<file path="src/sv/humidity_temp_frame_decoder_top_defines.svh">
// ----------------------------------------------------------------------------
// Assertion macros for the humidity/temperature frame decoder
// Concurrent checks, compiled out for synthesis.
// ----------------------------------------------------------------------------
`ifndef HUMIDITY_TEMP_FRAME_DECODER_TOP_DEFINES_SVH
`define HUMIDITY_TEMP_FRAME_DECODER_TOP_DEFINES_SVH

`ifndef SYNTHESIS
// check gated off while reset is high
`define HTFD_ASSERT_RST(lbl, clk, rst, prop) \
   lbl: assert property (@(posedge clk) disable iff (rst) prop) \
      else $error("%m: check failed");
// check that also covers the reset cycles
`define HTFD_ASSERT(lbl, clk, prop) \
   lbl: assert property (@(posedge clk) prop) \
      else $error("%m: check failed");
`else
`define HTFD_ASSERT_RST(lbl, clk, rst, prop)
`define HTFD_ASSERT(lbl, clk, prop)
`endif

`endif

</file>
<file path="src/sv/htfd_pkg.sv">
// ----------------------------------------------------------------------------
// htfd_pkg
// Types, constants and the CRC-8 step shared by the frame decoder.
// ----------------------------------------------------------------------------
`default_nettype none

package htfd_pkg;

   localparam int unsigned DATA_BYTES = 6;   // status + five data bytes
   localparam int unsigned POS_W      = 3;   // byte position 0..6
   localparam int unsigned RAW_W      = 20;
   localparam int unsigned TEMP_W     = 15;
   localparam int unsigned HUM_W      = 14;

   localparam logic [7:0] CRC_INIT = 8'hFF;
   localparam logic [7:0] CRC_POLY = 8'h31;

   // raw codes are fractions of 2^20
   localparam logic [TEMP_W-1:0] TEMP_SCALE  = 15'd20000;  // 200.00 C span
   localparam logic [TEMP_W-1:0] TEMP_OFFSET = 15'd5000;   // -50.00 C
   localparam logic [HUM_W-1:0]  HUM_SCALE   = 14'd10000;  // 100.00 %

   typedef struct packed {
      logic [7:0]       status_byte;
      logic [RAW_W-1:0] humidity_code;
      logic [RAW_W-1:0] temperature_code;
      logic             crc_ok;
   } frame_type;

   // one byte through CRC-8, MSB first, no final xor
   function automatic logic [7:0] crc8_update(input logic [7:0] crc,
                                              input logic [7:0] data);
      logic [7:0] c;
      c = crc ^ data;
      for (int i = 0; i < 8; i++) begin
         if (c[7]) begin
            c = {c[6:0], 1'b0} ^ CRC_POLY;
         end else begin
            c = {c[6:0], 1'b0};
         end
      end
      return c;
   endfunction

endpackage

`default_nettype wire

</file>
<file path="src/sv/htfd_if.sv">
// ----------------------------------------------------------------------------
// htfd_req_if / htfd_rsp_if
// Valid/ready channels for received bytes and decoded measurements.
// ----------------------------------------------------------------------------
`default_nettype none

interface htfd_req_if;
   logic       valid;
   logic       ready;
   logic [7:0] rx_byte;
   logic       frame_start;

   modport source (output valid, output rx_byte, output frame_start, input ready);
   modport sink   (input valid, input rx_byte, input frame_start, output ready);
endinterface

interface htfd_rsp_if;
   logic                                   valid;
   logic                                   ready;
   logic [7:0]                             status_byte;
   logic [htfd_pkg::RAW_W-1:0]             humidity_code;
   logic [htfd_pkg::RAW_W-1:0]             temperature_code;
   logic                                   crc_ok;
   logic                                   humidity_valid;
   logic signed [htfd_pkg::TEMP_W-1:0]     temperature_centi;
   logic [htfd_pkg::HUM_W-1:0]             humidity_centi;

   modport source (output valid, output status_byte, output humidity_code,
                   output temperature_code, output crc_ok, output humidity_valid,
                   output temperature_centi, output humidity_centi, input ready);
   modport sink   (input valid, input status_byte, input humidity_code,
                   input temperature_code, input crc_ok, input humidity_valid,
                   input temperature_centi, input humidity_centi, output ready);
endinterface

`default_nettype wire

</file>
<file path="src/sv/htfd_collect.sv">
// ----------------------------------------------------------------------------
// htfd_collect
// Frame tracking, byte store and running CRC; hands out one frame record.
// ----------------------------------------------------------------------------
`default_nettype none

`include "humidity_temp_frame_decoder_top_defines.svh"

module htfd_collect (
   input  wire logic          clock,
   input  wire logic          reset,
   htfd_req_if.sink           req_ch,
   output logic               frm_valid,
   input  wire logic          frm_ready,
   output htfd_pkg::frame_type frm
);

   logic [htfd_pkg::POS_W-1:0] byte_position_ff, byte_position_in;
   logic [7:0]                 crc_ff, crc_in;
   logic                       frame_done_ff, frame_done_in;
   logic                       frm_valid_ff, frm_valid_in;
   htfd_pkg::frame_type        frm_ff, frm_in;
   logic [7:0]                 store_ff [htfd_pkg::DATA_BYTES];

   logic                       req_ready;
   logic                       req_fire;
   logic [htfd_pkg::POS_W-1:0] pos_eff;
   logic [7:0]                 crc_eff;
   logic                       done_eff;
   logic                       store_wr;
   logic                       emit_frame;

   assign req_ready    = !frm_valid_ff || frm_ready;
   assign req_ch.ready = req_ready;
   assign req_fire     = req_ch.valid && req_ready;

   // start flag restarts position and CRC before the byte is used
   assign pos_eff  = req_ch.frame_start ? '0 : byte_position_ff;
   assign crc_eff  = req_ch.frame_start ? htfd_pkg::CRC_INIT : crc_ff;
   assign done_eff = req_ch.frame_start ? 1'b0 : frame_done_ff;

   assign emit_frame = !done_eff &&
                       (pos_eff == htfd_pkg::POS_W'(htfd_pkg::DATA_BYTES));

   always_comb begin
      byte_position_in = byte_position_ff;
      crc_in           = crc_ff;
      frame_done_in    = frame_done_ff;
      frm_valid_in     = frm_valid_ff && !frm_ready;
      frm_in           = frm_ff;
      store_wr         = 1'b0;
      if (req_fire) begin
         byte_position_in = pos_eff;
         crc_in           = crc_eff;
         frame_done_in    = done_eff;
         if (!done_eff) begin
            if (pos_eff < htfd_pkg::POS_W'(htfd_pkg::DATA_BYTES)) begin
               store_wr         = 1'b1;
               crc_in           = htfd_pkg::crc8_update(crc_eff, req_ch.rx_byte);
               byte_position_in = pos_eff + 1'b1;
            end else begin
               // CRC byte closes the frame
               frm_valid_in            = 1'b1;
               frm_in.status_byte      = store_ff[0];
               frm_in.humidity_code    = {store_ff[1], store_ff[2], store_ff[3][7:4]};
               frm_in.temperature_code = {store_ff[3][3:0], store_ff[4], store_ff[5]};
               frm_in.crc_ok           = (crc_eff == req_ch.rx_byte);
               frame_done_in           = 1'b1;
            end
         end
      end
   end

   always_ff @(posedge clock) begin
      if (reset) begin
         byte_position_ff <= '0;
         crc_ff           <= htfd_pkg::CRC_INIT;
         frame_done_ff    <= 1'b1;
         frm_valid_ff     <= 1'b0;
      end else begin
         byte_position_ff <= byte_position_in;
         crc_ff           <= crc_in;
         frame_done_ff    <= frame_done_in;
         frm_valid_ff     <= frm_valid_in;
      end
   end

   always_ff @(posedge clock) begin
      frm_ff <= frm_in;
      if (store_wr) begin
         store_ff[pos_eff] <= req_ch.rx_byte;
      end
   end

   assign frm_valid = frm_valid_ff;
   assign frm       = frm_ff;

   `HTFD_ASSERT_RST(a_pos_range, clock, reset, byte_position_ff <= htfd_pkg::POS_W'(htfd_pkg::DATA_BYTES))
   `HTFD_ASSERT_RST(a_emit_closes, clock, reset, (req_fire && emit_frame) |=> (frame_done_ff && frm_valid_ff))
   `HTFD_ASSERT_RST(a_start_crc, clock, reset, (req_fire && req_ch.frame_start) |=> (crc_ff == htfd_pkg::crc8_update(htfd_pkg::CRC_INIT, $past(req_ch.rx_byte))))

endmodule

`default_nettype wire

</file>
<file path="src/sv/humidity_temp_frame_decoder_top.sv">
// ----------------------------------------------------------------------------
// humidity_temp_frame_decoder_top
// Decodes 7-byte humidity/temperature sensor replies into measurements.
//
// req_ch: one received byte per request; frame_start marks byte 0 of a
//   frame and drops any open frame. Bytes before a start or after the
//   CRC byte are taken and ignored.
// rsp_ch: one response per frame, issued for the CRC byte (byte 6), with
//   status, both 20-bit raw codes, crc_ok and converted values. A bad CRC
//   still yields a response with crc_ok low.
// Throughput: one request per cycle while req_ch.ready is high, set by the
//   byte-wide CRC update feeding the frame register.
// Path: the accepted CRC byte loads the frame register, and from there the
//   multiply goes straight into the response register.
// Reset: synchronous; waits for a start flag, no response pending.
// Stall: a held response keeps the frame register full; req_ch.ready drops
//   only when both are full, so nothing is lost.
// ----------------------------------------------------------------------------
`default_nettype none

`include "humidity_temp_frame_decoder_top_defines.svh"

module humidity_temp_frame_decoder_top (
   input  wire logic clock,
   input  wire logic reset,
   htfd_req_if.sink  req_ch,
   htfd_rsp_if.source rsp_ch
);

   localparam int unsigned T_PROD_W = htfd_pkg::RAW_W + htfd_pkg::TEMP_W;
   localparam int unsigned H_PROD_W = htfd_pkg::RAW_W + htfd_pkg::HUM_W;

   logic                frm_valid;
   logic                frm_ready;
   htfd_pkg::frame_type frm;

   htfd_collect u_collect (
      .clock     (clock),
      .reset     (reset),
      .req_ch    (req_ch),
      .frm_valid (frm_valid),
      .frm_ready (frm_ready),
      .frm       (frm)
   );

   // ---- conversion: one multiply each, straight into the response register
   logic [T_PROD_W-1:0]          t_prod;
   logic [H_PROD_W-1:0]          h_prod;
   logic [htfd_pkg::TEMP_W-1:0]  temp_floor;
   logic [htfd_pkg::HUM_W-1:0]   hum_floor;

   assign t_prod = {{htfd_pkg::TEMP_W{1'b0}}, frm.temperature_code} *
                   {{htfd_pkg::RAW_W{1'b0}}, htfd_pkg::TEMP_SCALE};
   assign h_prod = {{htfd_pkg::HUM_W{1'b0}}, frm.humidity_code} *
                   {{htfd_pkg::RAW_W{1'b0}}, htfd_pkg::HUM_SCALE};

   // >> 20 of the product; floor is the truncation
   assign temp_floor = t_prod[T_PROD_W-1 -: htfd_pkg::TEMP_W];
   assign hum_floor  = h_prod[H_PROD_W-1 -: htfd_pkg::HUM_W];

   // ---- response register
   logic                               rsp_valid_ff, rsp_valid_in;
   logic                               load;
   logic [7:0]                         status_ff;
   logic [htfd_pkg::RAW_W-1:0]         raw_h_ff;
   logic [htfd_pkg::RAW_W-1:0]         raw_t_ff;
   logic                               crc_ok_ff;
   logic                               hum_valid_ff;
   logic [htfd_pkg::TEMP_W-1:0]        temp_ff;
   logic [htfd_pkg::HUM_W-1:0]         hum_ff;

   assign frm_ready    = !rsp_valid_ff || rsp_ch.ready;
   assign load         = frm_valid && frm_ready;
   assign rsp_valid_in = load || (rsp_valid_ff && !rsp_ch.ready);

   always_ff @(posedge clock) begin
      if (reset) begin
         rsp_valid_ff <= 1'b0;
      end else begin
         rsp_valid_ff <= rsp_valid_in;
      end
   end

   always_ff @(posedge clock) begin
      if (load) begin
         status_ff    <= frm.status_byte;
         raw_h_ff     <= frm.humidity_code;
         raw_t_ff     <= frm.temperature_code;
         crc_ok_ff    <= frm.crc_ok;
         hum_valid_ff <= (frm.humidity_code != '0);
         temp_ff      <= temp_floor - htfd_pkg::TEMP_OFFSET;  // wraps to two's complement
         hum_ff       <= hum_floor;                           // zero raw gives zero
      end
   end

   assign rsp_ch.valid             = rsp_valid_ff;
   assign rsp_ch.status_byte       = status_ff;
   assign rsp_ch.humidity_code     = raw_h_ff;
   assign rsp_ch.temperature_code  = raw_t_ff;
   assign rsp_ch.crc_ok            = crc_ok_ff;
   assign rsp_ch.humidity_valid    = hum_valid_ff;
   assign rsp_ch.temperature_centi = $signed(temp_ff);
   assign rsp_ch.humidity_centi    = hum_ff;

   `HTFD_ASSERT_RST(a_hum_zero, clock, reset, (rsp_ch.valid && !rsp_ch.humidity_valid) |-> (rsp_ch.humidity_centi == '0))
   `HTFD_ASSERT_RST(a_temp_range, clock, reset, rsp_ch.valid |-> ((rsp_ch.temperature_centi >= -15'sd5000) && (rsp_ch.temperature_centi <= 15'sd14999)))
   `HTFD_ASSERT_RST(a_frame_held, clock, reset, (frm_valid && !frm_ready) |=> frm_valid)
   `HTFD_ASSERT(a_reset_clears, clock, reset |=> !rsp_ch.valid)

endmodule

`default_nettype wire

</file>
<file path="src/flat_wrapper.sv">
// flat-port wrapper written by rule: the top's interface ports become plain ports
module humidity_temp_frame_decoder_top_flat 
  (clock, reset, req_ch_valid, req_ch_rx_byte, req_ch_frame_start, req_ch_ready, rsp_ch_valid, rsp_ch_status_byte, rsp_ch_humidity_code, rsp_ch_temperature_code, rsp_ch_crc_ok, rsp_ch_humidity_valid, rsp_ch_temperature_centi, rsp_ch_humidity_centi, rsp_ch_ready);
  htfd_req_if req_ch_i ();
  htfd_rsp_if rsp_ch_i ();
  input  wire logic clock;
  input  wire logic reset;
  input wire logic [$bits(req_ch_i.valid)-1:0] req_ch_valid;
  input wire logic [$bits(req_ch_i.rx_byte)-1:0] req_ch_rx_byte;
  input wire logic [$bits(req_ch_i.frame_start)-1:0] req_ch_frame_start;
  output wire logic [$bits(req_ch_i.ready)-1:0] req_ch_ready;
  output wire logic [$bits(rsp_ch_i.valid)-1:0] rsp_ch_valid;
  output wire logic [$bits(rsp_ch_i.status_byte)-1:0] rsp_ch_status_byte;
  output wire logic [$bits(rsp_ch_i.humidity_code)-1:0] rsp_ch_humidity_code;
  output wire logic [$bits(rsp_ch_i.temperature_code)-1:0] rsp_ch_temperature_code;
  output wire logic [$bits(rsp_ch_i.crc_ok)-1:0] rsp_ch_crc_ok;
  output wire logic [$bits(rsp_ch_i.humidity_valid)-1:0] rsp_ch_humidity_valid;
  output wire logic [$bits(rsp_ch_i.temperature_centi)-1:0] rsp_ch_temperature_centi;
  output wire logic [$bits(rsp_ch_i.humidity_centi)-1:0] rsp_ch_humidity_centi;
  input wire logic [$bits(rsp_ch_i.ready)-1:0] rsp_ch_ready;
  assign req_ch_i.valid = req_ch_valid;
  assign req_ch_i.rx_byte = req_ch_rx_byte;
  assign req_ch_i.frame_start = req_ch_frame_start;
  assign req_ch_ready = req_ch_i.ready;
  assign rsp_ch_valid = rsp_ch_i.valid;
  assign rsp_ch_status_byte = rsp_ch_i.status_byte;
  assign rsp_ch_humidity_code = rsp_ch_i.humidity_code;
  assign rsp_ch_temperature_code = rsp_ch_i.temperature_code;
  assign rsp_ch_crc_ok = rsp_ch_i.crc_ok;
  assign rsp_ch_humidity_valid = rsp_ch_i.humidity_valid;
  assign rsp_ch_temperature_centi = rsp_ch_i.temperature_centi;
  assign rsp_ch_humidity_centi = rsp_ch_i.humidity_centi;
  assign rsp_ch_i.ready = rsp_ch_ready;
  humidity_temp_frame_decoder_top u_core (.clock(clock), .reset(reset), .req_ch(req_ch_i), .rsp_ch(rsp_ch_i));
endmodule
</file>
<file path="config.mk">
export PLATFORM = sky130hd
export DESIGN_NAME = humidity_temp_frame_decoder_top_flat
export DESIGN_NICKNAME = d
export VERILOG_FILES = /design/src/sv/htfd_pkg.sv /design/src/sv/htfd_if.sv /design/src/sv/htfd_collect.sv /design/src/sv/humidity_temp_frame_decoder_top.sv /design/src/flat_wrapper.sv
export VERILOG_INCLUDE_DIRS = /design/src /design/src/sv
export SDC_FILE = /design/constraint.sdc
export NUM_CORES = 1
export LEC_CHECK = 0
export ABC_AREA = 1
export BUFFER_PORTS_ARGS = -buffer_cell sky130_fd_sc_hd__buf_2
export CORE_MARGIN = 2
export CORE_UTILIZATION = 35
export DETAILED_ROUTE_END_ITERATION = 8
export GPL_ROUTABILITY_DRIVEN = 0
export SETUP_SLACK_MARGIN = 0.4
export SLEW_MARGIN = 20
export SYNTH_ARGS = -nofsm -noshare
export SYNTH_HDL_FRONTEND = slang
export SYNTH_SLANG_ARGS = --single-unit
</file>
<file path="constraint.sdc">
create_clock -name clock -period 14.03 [get_ports clock]
set_input_delay 2.1045 -clock clock [delete_from_list [all_inputs] [get_ports clock]]
set_output_delay 2.1045 -clock clock [all_outputs]
set_load 0.05 [all_outputs]
</file>
==> results of run 1 <==
[registers in the layout, indices dropped and copies added, names as in the netlist]
name,count
u_core.u_collect.frm,49
u_core.rsp_ch.crc_ok,1
u_core.u_collect.store_ff,48
u_core.rsp_ch.status_byte,8
u_core.u_collect.crc_ff,8
u_core.u_collect.frame_done_ff,1
u_core.rsp_ch.humidity_centi,14
u_core.u_collect.frm_valid,1
u_core.rsp_ch.humidity_valid,1
u_core.rsp_ch.humidity_code,20
u_core.rsp_ch.temperature_centi,15
u_core.u_collect.byte_position_ff,3
u_core.rsp_ch.temperature_code,20
u_core.rsp_ch.valid,1
[logic make-up (layout without fill, tap and decap cells)]
kind of cell	count (synthesis)	count (layout)	share of synthesized area (%)
xor gates and xnor gates	47	47	3.71
AOI/OAI and AO/OA	93	93	3.90
and+or+nand+nor	374	374	12.3
DFF	190	190	41.5
buffers and inverters	315	441	8.88
adders and majority gates	264	264	29.8
[power by group]
group	internal, mW	switching (mW)	leakage, nW
clock network	0.236	0.243	0.278
logic	0.0173	0.0286	5.11
registers	0.618	0.00289	1.70
[cell usage after synthesis (all sizes together) (3+ instances only)]
master / n / area share [%]
nand4: 13 / 0.61
xor2: 24 / 2.0
inv: 310 / 8.7
o21ai: 21 / 0.78
edfxtp: 176 / 39
nand3: 40 / 1.6
ha: 172 / 16
o21a: 3 / 0.17
nor3: 15 / 0.63
xnor2: 23 / 1.7
a21oi: 54 / 2.0
nand2: 222 / 6.5
nor2: 78 / 2.6
fa: 92 / 14
nor4: 4 / 0.19
o221ai: 4 / 0.26
dfxtp: 14 / 2.1
[per-layer routing]
| metal | share of wire [%] | wire length, um | track usage [%] | vias to the layer above |
|---|---|---|---|---|
| met5 | 0 | 0 | 0 | - |
| met4 | 1.8 | 485 | 4.61 | 0 |
| met3 | 3.7 | 995 | 2.15 | 26 |
| met2 | 46 | 12400 | 23.1 | 145 |
| met1 | 49 | 13300 | 20.6 | 4156 |
| li1 | - | - | - | 4345 |
[critical path, stage by stage, from the launching register on]
cell                       delay, ps
sky130_fd_sc_hd__edfxtp_1        500
sky130_fd_sc_hd__inv_1           170
sky130_fd_sc_hd__fa_1            550
sky130_fd_sc_hd__inv_1            50
sky130_fd_sc_hd__ha_1            310
sky130_fd_sc_hd__fa_1            490
sky130_fd_sc_hd__ha_1            310
sky130_fd_sc_hd__inv_1            60
sky130_fd_sc_hd__fa_1            540
sky130_fd_sc_hd__inv_1            50
sky130_fd_sc_hd__ha_1            320
sky130_fd_sc_hd__nand2_1         100
sky130_fd_sc_hd__inv_1            50
sky130_fd_sc_hd__nand2_1          60
sky130_fd_sc_hd__nand2_1          70
sky130_fd_sc_hd__nand2_1          60
sky130_fd_sc_hd__nand2_1          60
sky130_fd_sc_hd__inv_1            50
sky130_fd_sc_hd__nand2_1          60
sky130_fd_sc_hd__xnor2_1         330
sky130_fd_sc_hd__ha_1            270
sky130_fd_sc_hd__nand3_2         110
sky130_fd_sc_hd__nand2_1         100
sky130_fd_sc_hd__nand2_2          60
sky130_fd_sc_hd__nand3_1          60
sky130_fd_sc_hd__nand2_1          50
[cells in the final DEF (no fill, tap or decap), types with 2 or more instances in the layout]
| cell | synthesis | final |
|---|---|---|
| sky130_fd_sc_hd__buf_2 | 1 | 93 |
| sky130_fd_sc_hd__nor2_1 | 63 | 63 |
| sky130_fd_sc_hd__nand3b_1 | 2 | 2 |
| sky130_fd_sc_hd__xor2_1 | 18 | 18 |
| sky130_fd_sc_hd__xnor2_2 | 4 | 4 |
| sky130_fd_sc_hd__nand3_1 | 36 | 36 |
| sky130_fd_sc_hd__o21ai_0 | 19 | 19 |
| sky130_fd_sc_hd__nor2_2 | 11 | 11 |
| sky130_fd_sc_hd__clkbuf_16 | 0 | 17 |
| sky130_fd_sc_hd__nand2_2 | 11 | 11 |
| sky130_fd_sc_hd__dfxtp_1 | 14 | 14 |
| sky130_fd_sc_hd__o221ai_1 | 4 | 4 |
| sky130_fd_sc_hd__ha_1 | 172 | 172 |
| sky130_fd_sc_hd__fa_1 | 92 | 92 |
| sky130_fd_sc_hd__nor3_1 | 13 | 9 |
| sky130_fd_sc_hd__nand4_1 | 13 | 13 |
| sky130_fd_sc_hd__nor4_1 | 4 | 4 |
| sky130_fd_sc_hd__nand3_2 | 4 | 4 |
| sky130_fd_sc_hd__inv_6 | 0 | 6 |
| sky130_fd_sc_hd__o211ai_1 | 2 | 2 |
| sky130_fd_sc_hd__clkinv_1 | 2 | 3 |
| sky130_fd_sc_hd__nor3_2 | 2 | 6 |
| sky130_fd_sc_hd__inv_1 | 307 | 307 |
| sky130_fd_sc_hd__edfxtp_1 | 176 | 176 |
| sky130_fd_sc_hd__nor2_4 | 4 | 4 |
| sky130_fd_sc_hd__xor2_2 | 5 | 5 |
| sky130_fd_sc_hd__a31oi_1 | 2 | 2 |
| sky130_fd_sc_hd__o21ai_1 | 2 | 2 |
| sky130_fd_sc_hd__a21oi_1 | 54 | 53 |
| sky130_fd_sc_hd__o2111ai_1 | 2 | 2 |
| sky130_fd_sc_hd__nand2_1 | 210 | 210 |
| sky130_fd_sc_hd__inv_8 | 0 | 3 |
| sky130_fd_sc_hd__o21a_1 | 3 | 3 |
| sky130_fd_sc_hd__clkinv_8 | 0 | 2 |
| sky130_fd_sc_hd__buf_4 | 0 | 3 |
| sky130_fd_sc_hd__xnor2_1 | 19 | 19 |
| sky130_fd_sc_hd__inv_2 | 3 | 3 |
[metrics by stage]
stage | hold slack (ps) | setup WS [ps] | utilization [%] | instances
floorplan | 400 | 7200 | - | 1283
global placement | 402 | 9030 | 38.6 | 1888
detailed placement | 405 | 8910 | 38.6 | 1888
CTS | 421 | 8920 | 40.1 | 1920
global route | 425 | 8520 | 40.2 | 1920
finish | 418 | 8940 | 40.2 | 1920
[final cells by class]
type,instances,area [um2]
Inverter,312,1170
Fill cell,3747,22500
Clock inverter,15,144
Timing Repair Buffer,97,499
Multi-Input combinational cell,778,6690
Tap cell,511,639
Clock buffer,17,425
Sequential cell,190,5570
[worst max path at each step]
| stage | slack, ps | depth (start not counted) | startpoint | to |
|---|---|---|---|---|
| final | 8940 | 25 | u_core.u_collect.frm[7] | u_core.rsp_ch.temperature_centi[13] |
| after floorplan | 7200 | 6 | rsp_ch_ready | u_core.u_collect.frm[0] |
| after CTS | 8920 | 25 | u_core.u_collect.frm[7] | u_core.rsp_ch.temperature_centi[13] |
| after global placement | 9030 | 25 | u_core.u_collect.frm[12] | u_core.rsp_ch.temperature_centi[13] |
| after global routing | 8520 | 25 | u_core.u_collect.frm[7] | u_core.rsp_ch.temperature_centi[13] |
| after detailed placement | 8910 | 25 | u_core.u_collect.frm[7] | u_core.rsp_ch.temperature_centi[13] |
==> metrics.md, run 1 <==
| Metric | Value |
|---|---|
| Final ANT Viol Nets | `0` |
| Post-synthesis cell area | `0.0134 mm2` |
| Starting utilization of the core area | `a little over a third` |
| Share of async-settable or async-resettable flops after synthesis | `0%` |
| Worst-skew pair later-pin latency | `450 ps` |
| CTS Buf Count | `17` |
| Critical path class | `flop to flop` |
| Final Slew Violations | `0` |
| Global-route wire length before repair | `44800 um` |
| CTS tree | `built` |
| Via count of the first global-routing pass | `just under 9000` |
| Port Buf Inserts | `93` |
| Sum of overflow across all layers after global routing | `0` |
| Largest vdd supply drop | `95.6 uV` |
| Crit path arrival time | `5300 ps` |
| Area overhead of the layout relative to synthesis | `12.8%` |
| Synthesis warning total | `0` |
| Startpoint of the worst-slack reg-to-reg timing path | `u_core.u_collect.frm[7]` |
| Highest clock frequency the design can meet | `0.196 GHz` |
| Critical path fanouts, max | `4` |
| Number of diodes added for antenna fixing | `0` |
| # rows | `71` |
| Mean number of vias per cell | `4.52` |
| Detailed-route via count | `approximately 8700` |
| Cells on Worst Hold Path | `0` |
| Setup Total Neg Slack | `0 ps` |
| Count of nets after finishing | `1673` |
| Number of design rule violations left after detail routing | `0` |
| Iteration-0 DRC Markers | `556` |
| Cell count after synthesis | `1283` |
| Clock transition at path regs | `80 ps` |
| Final setup vio count | `0` |
| Depth of the CTS H-tree | `4` |
| Synthesized Nets | `1560` |
| Number of enable-type register cells in the synthesized netlist | `176` |
| Result of the run | `completed` |
| Setup Buffers After CTS | `0` |
| Horizontal extent of the die | `approximately 200 um` |
| Min Clock Period, post-route | `between 5000 and 6000 ps` |
| Depth of the most critical reg-to-reg path | `25` |
| Cell Area, Placed | `~0.015 mm2` |
| Register area share after synthesis | `around 41%` |
| Number of endpoints with negative hold slack in the final report | `0` |
| Static leakage | `7.09 nW` |
| Cell variety after synth | `41` |
| Required time of the worst setup path | `14240 ps` |
| Power density over cell area | `75.7 mW/mm2` |
| Worst Hold Path EP | `u_core.u_collect.frm[43]` |
| Clk_skew | `13.2 ps` |
| Period Utilization, post-route | `36.3%` |
| Area of all placed cells without fillers | `roughly 0.015 mm2` |
| Wire length per cell | `14.2 um` |
| Start point of the worst hold path | `u_core.u_collect.store_ff[0][2]` |
| Full die area | `0.0399 mm2` |
| I/O pin count | `94` |
| Min-Delay Path Class | `flop to flop` |
| Worst max-slew margin expressed relative to the limit | `31.9%` |
| Leading register cell type out of synthesis | `sky130_fd_sc_hd__edfxtp_1` |
| Nature of the critical path startpoint | `flop` |
| Die height | `200 um` |
| Initial antenna violation count | `0` |
| Fraction of layout cells with a size suffix above 1 | `12.8%` |
| Slew at the pin closest to its max-slew limit | `1010 ps` |
| Slack of the worst reg-to-reg path | `between 8000 and 9000 ps` |
| # hold bufs at CTS | `0` |
| Total detailed-routing wirelength | `27200 um` |
| Clock Tree Root | `sky130_fd_sc_hd__clkbuf_16` |
| Max-cap viol count | `0` |
| End of the worst register-to-register path | `u_core.rsp_ch.temperature_centi[13]` |
| Setup repair after global routing missed its margin | `false` |
| Yosys reg bits | `190` |
| Count of instances resized after the clock tree is built | `0` |
| Avg Inst Size Synth | `10.5 um2` |
| Largest net degree at the start of global routing | `80` |
| Global-route usage over all layers | `14.6%` |
| Maximum number of buffers from clock root to sink | `2` |
| Power Total | `1.15 mW` |
| Dpl hpwl | `about 21000 um` |
| Detailed-router iteration count before antenna repair | `5` |
| Element type at the critical path end | `flop` |
| # clock sinks | `190` |
| Core Area | `between 0.03 and 0.04 mm2` |
(Power assumes the default switching activity.)
==> inputs of run 2 (changes only) <==
Settings changed: ABC_AREA 1 to 0.
Clock period 14.03 ns to 5.2 ns, I/O delays scaled along.
==> metrics.md, run 2 <==
| Metric | Value |
|---|---|
| Result of the run | `finished, violations left` |
| Violations in the final reports | `setup timing` |
| Sum of overflow across all layers after global routing | `0` |
| End of the worst register-to-register path | `u_core.rsp_ch.temperature_centi[14]` |
| Core Area | `0.0353 mm2` |
| Share of the synthesized area in the top cell type | `between 40% and 50%` |
| Post-synth top cells | `sky130_fd_sc_hd__inv_1, sky130_fd_sc_hd__edfxtp_1, sky130_fd_sc_hd__ha_1, sky130_fd_sc_hd__fa_1, sky130_fd_sc_hd__nor2_1` |
| Required time of the worst setup path | `5490 ps` |
| Cell variety after synth | `70` |
| Worst-skew pair later-pin latency | `440 ps` |
| Most common cell after layout, fill and taps aside | `sky130_fd_sc_hd__inv_1` |
| Portion of total power attributed to combinational logic | `3.6%` |
| Via count of the first global-routing pass | `between 7000 and 8000` |
| Wire length per cell | `14.7 um` |
| Storage element area | `between 0.005 and 0.006 mm2` |
| Mean number of vias per cell | `4.63` |
| Proportion of power drawn by the clock network | `between 40% and 50%` |
| Net switching power figure | `between 0.7 and 0.8 mW` |
| Largest vdd supply drop | `244 uV` |
| Met3 layer usage reported by global route | `2.16%` |
| Worst max-slew margin expressed relative to the limit | `35.0%` |
| Combinational family with the most area after synthesis | `adder cells` |
| # rows | `69` |
| Global-route met1 utilization | `19.3%` |
| Initial antenna violation count | `0` |
| Core Util, Final | `44.1%` |
| Horizontal extent of the die | `192 um` |
| Total area of multi-input combinational cells | `0.00659 mm2` |
| Xor and xnor area share after synthesis | `3.38%` |
| Power Total | `between 3 and 4 mW` |
| Final Slew Violations | `0` |
| Fraction of power spent switching nets | `23.2%` |
| Count of nets after finishing | `1483` |
| I/O pin count | `94` |
| Depth of the most critical reg-to-reg path | `25` |
| Avg Inst Size Synth | `12.6 um2` |
| Global-route wire length before repair | `between 30000 and 40000 um` |
| CTS tree | `built` |
| Element type at the critical path end | `flop` |
| Multiplexer area fraction after synthesis | `0.322%` |
| Max-cap viol count | `0` |
| Largest net degree at the start of global routing | `80` |
| Met2 routing resource usage after global routing | `22.6%` |
| Share of async-settable or async-resettable flops after synthesis | `0%` |
| Power density over cell area | `between 200 and 250 mW/mm2` |
| Slew at the pin closest to its max-slew limit | `968 ps` |
| Start point of the worst hold path | `u_core.u_collect.store_ff[3][5]` |
| Synthesized Nets | `1261` |
| Starting utilization of the core area | `35.2%` |
| Clock transition at path regs | `80 ps` |
| Number of diodes added for antenna fixing | `0` |
| Iteration-0 DRC Markers | `between 300 and 400` |
| Critical path fanouts, max | `6` |
| Clock Tree Root | `sky130_fd_sc_hd__clkbuf_16` |
| Sequential fraction of design power | `53.6%` |
| Depth of the CTS H-tree | `4` |
| Period Utilization, post-route | `106%` |
| Cell count after synthesis | `984` |
| Crit path arrival time | `5790 ps` |
| Dpl hpwl | `18300 um` |
| Most frequent cell after synthesis | `sky130_fd_sc_hd__inv_1` |
| Critical path class | `flop to flop` |
| Setup repair after global routing missed its margin | `true` |
| Leading register cell type out of synthesis | `sky130_fd_sc_hd__edfxtp_1` |
| Yosys reg bits | `190` |
| Final ANT Viol Nets | `0` |
| Detailed-route via count | `7766` |
| Min-Delay Path Class | `flop to flop` |
| Adder-cell share of the synthesized area | `32.1%` |
| Synthesis warning total | `0` |
| Number of design rule violations left after detail routing | `0` |
| Final setup vio count | `7` |
| Nature of the critical path startpoint | `flop` |
| Port Buf Inserts | `93` |
| Fraction of layout cells with a size suffix above 1 | `roughly 29%` |
| Clk_skew | `16.7 ps` |
| Number of endpoints with negative hold slack in the final report | `0` |
| Static leakage | `6.91 nW` |
| Full die area | `about 0.037 mm2` |
| Most frequent cells in the layout | `sky130_fd_sc_hd__inv_1, sky130_fd_sc_hd__edfxtp_1, sky130_fd_sc_hd__ha_1, sky130_fd_sc_hd__buf_4, sky130_fd_sc_hd__buf_2` |
| Die height | `192 um` |
| Worst Hold Path EP | `u_core.u_collect.frm[22]` |
| Post-synthesis cell area | `0.0124 mm2` |
| Highest clock frequency the design can meet | `0.182 GHz` |
| Most area-hungry cell type in the Yosys netlist | `sky130_fd_sc_hd__edfxtp_1` |
| Startpoint of the worst-slack reg-to-reg timing path | `u_core.u_collect.frm[7]` |
| Cells on Worst Hold Path | `0` |
| Slack of the worst reg-to-reg path | `-310 ps` |
| Detailed-router iteration count before antenna repair | `4` |
| Register area share after synthesis | `44.8%` |
| Global-route usage over all layers | `between 10% and 20%` |
| Maximum number of buffers from clock root to sink | `2` |
| Busiest layer in global routing | `met2` |
| Internal Power | `approximately 2.4 mW` |
| Fraction of the mapped netlist area in compound gates | `roughly 6.7%` |
| Number of enable-type register cells in the synthesized netlist | `176` |
| # clock sinks | `190` |
| Min Clock Period, post-route | `5510 ps` |
| Filler Cells Inserted | `3262` |
| CTS Buf Count | `17` |
| Total detailed-routing wirelength | `24700 um` |
| Post-route setup slack | `-308 ps` |
| Flip-flop count of the largest register after layout | `49` |
| Share of synthesized cell area in and, or, nand and nor gates | `5.88%` |
| Area overhead of the layout relative to synthesis | `25.2%` |
| Ranking of synthesized cells by area | `sky130_fd_sc_hd__edfxtp_1, sky130_fd_sc_hd__ha_1, sky130_fd_sc_hd__fa_1, sky130_fd_sc_hd__inv_1, sky130_fd_sc_hd__xnor2_1` |
run 2: changes by cell type in the layout (fill, tap and decap cells not counted), sizes merged, moves of 10 or more:
cell   previous run  this run
buf              97       214
xnor2            23        33
nand3            40        10
inv             319       217
nor2             78        47
nand2           222        16
a21o              0        16
a21oi            54        23
run 2: cell families after synthesis:
group / after synthesis
compound gates: 112
simple gates: 141
flops: 190
buf+inv: 225
xor+xnor: 48
fa+ha+maj: 264
mux: 4
run 2: worst max-delay path by stage:
stage / start / to / slack (ps) / depth (start not counted)
2_1_floorplan: u_core.u_collect.frm[7] / u_core.rsp_ch.temperature_centi[14] / -100 / 22
3_3_place_gp: u_core.u_collect.frm[10] / u_core.rsp_ch.temperature_centi[14] / -220 / 20
3_5_place_dp: u_core.u_collect.frm[10] / u_core.rsp_ch.temperature_centi[13] / -290 / 23
4_1_cts: u_core.u_collect.frm[7] / u_core.rsp_ch.temperature_centi[11] / -230 / 24
5_1_grt: u_core.u_collect.frm[6] / u_core.rsp_ch.temperature_centi[14] / -540 / 23
6_report: u_core.u_collect.frm[7] / u_core.rsp_ch.temperature_centi[14] / -310 / 25
run 2: power by group through the flow:
stage	clock [mW]	combinational (mW)	sequential, mW
after floorplan	0	0.0814	1.71
after global placement	0	0.111	1.71
after detailed placement	0	0.113	1.71
after CTS	1.38	0.114	1.68
after global routing	1.43	0.125	1.68
final	1.33	0.114	1.68
run 2: cell type report:
| class | count | share of cell area [%] |
|---|---|---|
| Inverter | 214 | 5.17 |
| Multi-Input combinational cell | 569 | 42.4 |
| Clock inverter | 14 | 1.13 |
| Timing Repair Buffer | 214 | 9.14 |
| Tap cell | 461 | 3.71 |
| Clock buffer | 17 | 2.73 |
| Sequential cell | 190 | 35.8 |
run 2: through the flow:
stage | setup slack, ps | hold slack [ps] | TNS [ps] | instance area, um2 | instances
floorplan | -96.9 | 400 | -151 | 12600 | 984
global placement | -224 | 401 | -823 | 14300 | 1615
detailed placement | -291 | 405 | -1430 | 14300 | 1615
CTS | -225 | 409 | -975 | 15200 | 1660
global route | -537 | 421 | -2630 | 15600 | 1679
finish | -308 | 409 | -946 | 15600 | 1679
run 2: worst max-delay path, stage by stage, from the launching register on:
cell	delay (ps)
sky130_fd_sc_hd__edfxtp_1	360
sky130_fd_sc_hd__inv_2	70
sky130_fd_sc_hd__fa_1	550
sky130_fd_sc_hd__inv_2	50
sky130_fd_sc_hd__ha_4	250
sky130_fd_sc_hd__inv_2	30
sky130_fd_sc_hd__fa_1	510
sky130_fd_sc_hd__inv_2	50
sky130_fd_sc_hd__ha_4	250
sky130_fd_sc_hd__inv_2	30
sky130_fd_sc_hd__fa_1	510
sky130_fd_sc_hd__inv_2	50
sky130_fd_sc_hd__ha_4	270
sky130_fd_sc_hd__a21oi_4	60
sky130_fd_sc_hd__o22ai_4	190
sky130_fd_sc_hd__a211oi_4	60
sky130_fd_sc_hd__buf_6	140
sky130_fd_sc_hd__buf_6	110
sky130_fd_sc_hd__o211ai_1	200
sky130_fd_sc_hd__a211oi_2	100
sky130_fd_sc_hd__buf_4	150
sky130_fd_sc_hd__a2111oi_4	290
sky130_fd_sc_hd__a311oi_4	160
sky130_fd_sc_hd__a311o_2	350
sky130_fd_sc_hd__or4_1	480
sky130_fd_sc_hd__o211ai_1	90
run 2: what timing repair did:
action                     in CTS  in global routing
setup endpoints to repair      19                 20
setup buffers                  14                 19
hold buffers                    0                  0
gates resized for setup        34                 50
pin swaps                      13                 25
run 2: layer usage:
| layer | share of wire (%) | routed length (um) |
|---|---|---|
| met5 | 0 | 0 |
| met4 | 0.84 | 209 |
| met3 | 2.2 | 536 |
| met2 | 49 | 12000 |
| met1 | 48 | 12000 |
==> inputs of run 3 (changes only) <==
Settings changed: BUFFER_PORTS_ARGS -buffer_cell sky130_fd_sc_hd__buf_2 to unset, DONT_BUFFER_PORTS set to 1.
==> metrics.md, run 3 (synthesis gave the netlist of run 2 again) <==
| Metric | Value |
|---|---|
| Result of the run | `finished, violations left` |
| Violations in the final reports | `setup timing` |
| Sum of overflow across all layers after global routing | `0` |
| Filler Cells Inserted | `around 3200` |
| Flip-flop count of the largest register after layout | `49` |
| # clock sinks | `190` |
| Maximum number of buffers from clock root to sink | `2` |
| Storage element area | `between 0.005 and 0.006 mm2` |
| Die height | `192 um` |
| Number of endpoints with negative hold slack in the final report | `0` |
| Critical path fanouts, max | `4` |
| Number of diodes added for antenna fixing | `0` |
| Critical path class | `flop to flop` |
| Final Slew Violations | `0` |
| Slack of the worst reg-to-reg path | `-210 ps` |
| Highest clock frequency the design can meet | `0.185 GHz` |
| Starting utilization of the core area | `35.2%` |
| Core Area | `0.0353 mm2` |
| Iteration-0 DRC Markers | `279` |
| Initial antenna violation count | `0` |
| Global-route wire length before repair | `39800 um` |
| Count of nets after finishing | `1382` |
| Min-Delay Path Class | `primary input to flop` |
| Port Buf Inserts | `0` |
| CTS tree | `built` |
| Horizontal extent of the die | `192 um` |
| Crit path arrival time | `5700 ps` |
| Post-place setup slack | `-322 ps` |
| Core Util, Final | `42.2%` |
| Final setup vio count | `4` |
| Worst-skew pair later-pin latency | `460 ps` |
| Min Clock Period, post-route | `about 5400 ps` |
| # hold bufs at CTS | `0` |
| # rows | `69` |
| Wire length per cell | `15.8 um` |
| Slew at the pin closest to its max-slew limit | `867 ps` |
| Depth of the CTS H-tree | `4` |
| Startpoint of the worst-slack reg-to-reg timing path | `u_core.u_collect.frm[7]` |
| Largest vdd supply drop | `259 uV` |
| CTS Buf Count | `17` |
| Clock Tree Root | `sky130_fd_sc_hd__clkbuf_16` |
| Period Utilization, post-route | `104%` |
| Detailed-router iteration count before antenna repair | `4` |
| Area overhead of the layout relative to synthesis | `19.9%` |
| Max-cap viol count | `0` |
| Global-route usage over all layers | `between 10% and 20%` |
| Largest net degree at the start of global routing | `52` |
| Placed cells | `1523` |
| Post-layout instance count excluding filler cells | `between 1500 and 2000` |
| Nature of the critical path startpoint | `flop` |
| Via count of the first global-routing pass | `between 7000 and 8000` |
| Total detailed-routing wirelength | `between 20000 and 25000 um` |
| I/O pin count | `94` |
| Detailed-route via count | `7359` |
| Mean number of vias per cell | `4.66` |
| End of the worst register-to-register path | `u_core.rsp_ch.temperature_centi[14]` |
| Static leakage | `6.51 nW` |
| Most frequent cells in the layout | `sky130_fd_sc_hd__inv_1, sky130_fd_sc_hd__edfxtp_1, sky130_fd_sc_hd__ha_1, sky130_fd_sc_hd__buf_4, sky130_fd_sc_hd__fa_1` |
| Clk_skew | `15.4 ps` |
| Dpl hpwl | `between 15000 and 20000 um` |
| Full die area | `0.0370 mm2` |
| Destination of the critical timing path | `u_core.rsp_ch.temperature_centi[14]` |
| Clock transition at path regs | `around 80 ps` |
| Depth of the most critical reg-to-reg path | `23` |
| Required time of the worst setup path | `between 5000 and 6000 ps` |
| Power density over cell area | `209 mW/mm2` |
| Final ANT Viol Nets | `0` |
| Total area of multi-input combinational cells | `between 0.006 and 0.007 mm2` |
| Launch point of the critical path | `u_core.u_collect.frm[7]` |
| Fraction of layout cells with a size suffix above 1 | `20.8%` |
| Most common cell after layout, fill and taps aside | `sky130_fd_sc_hd__inv_1` |
| Setup repair after global routing missed its margin | `true` |
| Post-route setup slack | `-206 ps` |
| Worst max-slew margin expressed relative to the limit | `42.2%` |
| Number of design rule violations left after detail routing | `0` |
| Element type at the critical path end | `flop` |
==> run 3: changes by cell type in the layout (fill, tap and decap cells not counted), moves of 5 or more <==
| cell | previous run | this run |
|---|---|---|
| sky130_fd_sc_hd__ha_4 | 16 | 10 |
| sky130_fd_sc_hd__inv_1 | 191 | 196 |
| sky130_fd_sc_hd__ha_1 | 155 | 161 |
| sky130_fd_sc_hd__buf_4 | 108 | 103 |
| sky130_fd_sc_hd__inv_2 | 22 | 17 |
| sky130_fd_sc_hd__buf_2 | 93 | 0 |
==> run 3: worst min path at each step <==
stage	startpoint	cells after the start	slack [ps]	to
after floorplan	u_core.u_collect.frm[0]	0	400	u_core.rsp_ch.crc_ok
after global placement	u_core.u_collect.store_ff[4][3]	0	400	u_core.u_collect.frm[12]
after detailed placement	u_core.u_collect.store_ff[0][7]	0	400	u_core.u_collect.frm[48]
after CTS	reset	1	360	u_core.u_collect.frm_valid
after global routing	reset	1	360	u_core.u_collect.byte_position_ff[0]
final	reset	1	390	u_core.rsp_ch.valid
==> run 3: repair_timing <==
| action | CTS | global route |
|---|---|---|
| cloned | 0 | 0 |
| setup buffers | 19 | 5 |
| pin swaps | 18 | 11 |
| endpoints found under the setup margin | 20 | 21 |
| resized for setup | 31 | 23 |
==> run 3: critical path, cell delays in order (launching register included) <==
cell and delay, ps:
sky130_fd_sc_hd__edfxtp_1 360, sky130_fd_sc_hd__inv_2 80, sky130_fd_sc_hd__fa_1 560, sky130_fd_sc_hd__inv_2 50
sky130_fd_sc_hd__ha_4 260, sky130_fd_sc_hd__inv_2 30, sky130_fd_sc_hd__fa_1 510, sky130_fd_sc_hd__inv_2 50
sky130_fd_sc_hd__ha_4 260, sky130_fd_sc_hd__inv_2 30, sky130_fd_sc_hd__fa_1 510, sky130_fd_sc_hd__inv_2 40
sky130_fd_sc_hd__ha_4 210, sky130_fd_sc_hd__a21oi_2 120, sky130_fd_sc_hd__o22ai_2 110, sky130_fd_sc_hd__a211oi_4 260
sky130_fd_sc_hd__buf_4 180, sky130_fd_sc_hd__o2111a_1 190, sky130_fd_sc_hd__a211oi_2 60, sky130_fd_sc_hd__a2111oi_4 300
sky130_fd_sc_hd__a311oi_4 170, sky130_fd_sc_hd__a311o_2 350, sky130_fd_sc_hd__or4_1 470, sky130_fd_sc_hd__o211ai_1 90
==> run 3: area by class of cell <==
type                    instances  share of cell area (%)
multi-input cells             569                    43.3
clock inverters                13                    1.02
flip-flops and latches        190                    37.4
clock buffers                  19                    3.12
well taps                     461                    3.87
repair buffers                113                    5.95
inverters                     214                    5.40
==> run 3: layer usage <==
layer / vias up / share of wire (%) / global-route usage, %
met5: - / 0 / 0
met4: 0 / 1.9 / 5.26
met3: 25 / 5.0 / 4.16
met2: 123 / 47 / 23.0
met1: 3607 / 46 / 18.0
li1: 3604 / - / -
==> run 3: report_power, final <==
group          internal, mW  leakage (nW)  switching (mW)
combinational        0.0431          4.51          0.0493
clock                 0.689         0.301           0.655
sequential             1.67          1.70         0.00892
total                  2.40          6.51           0.713
==> run 3: through the flow <==
| step | instance area (um2) | hold slack, ps | TNS [ps] | total power, mW |
|---|---|---|---|---|
| finish | 14900 | 386 | -477 | 3.11 |
| global route | 14900 | 362 | -2470 | 3.22 |
| CTS | 14700 | 357 | -657 | 3.16 |
| detailed placement | 13800 | 405 | -1540 | 1.80 |
| global placement | 13800 | 400 | -663 | 1.80 |
| floorplan | 12600 | 400 | -151 | 1.79 |
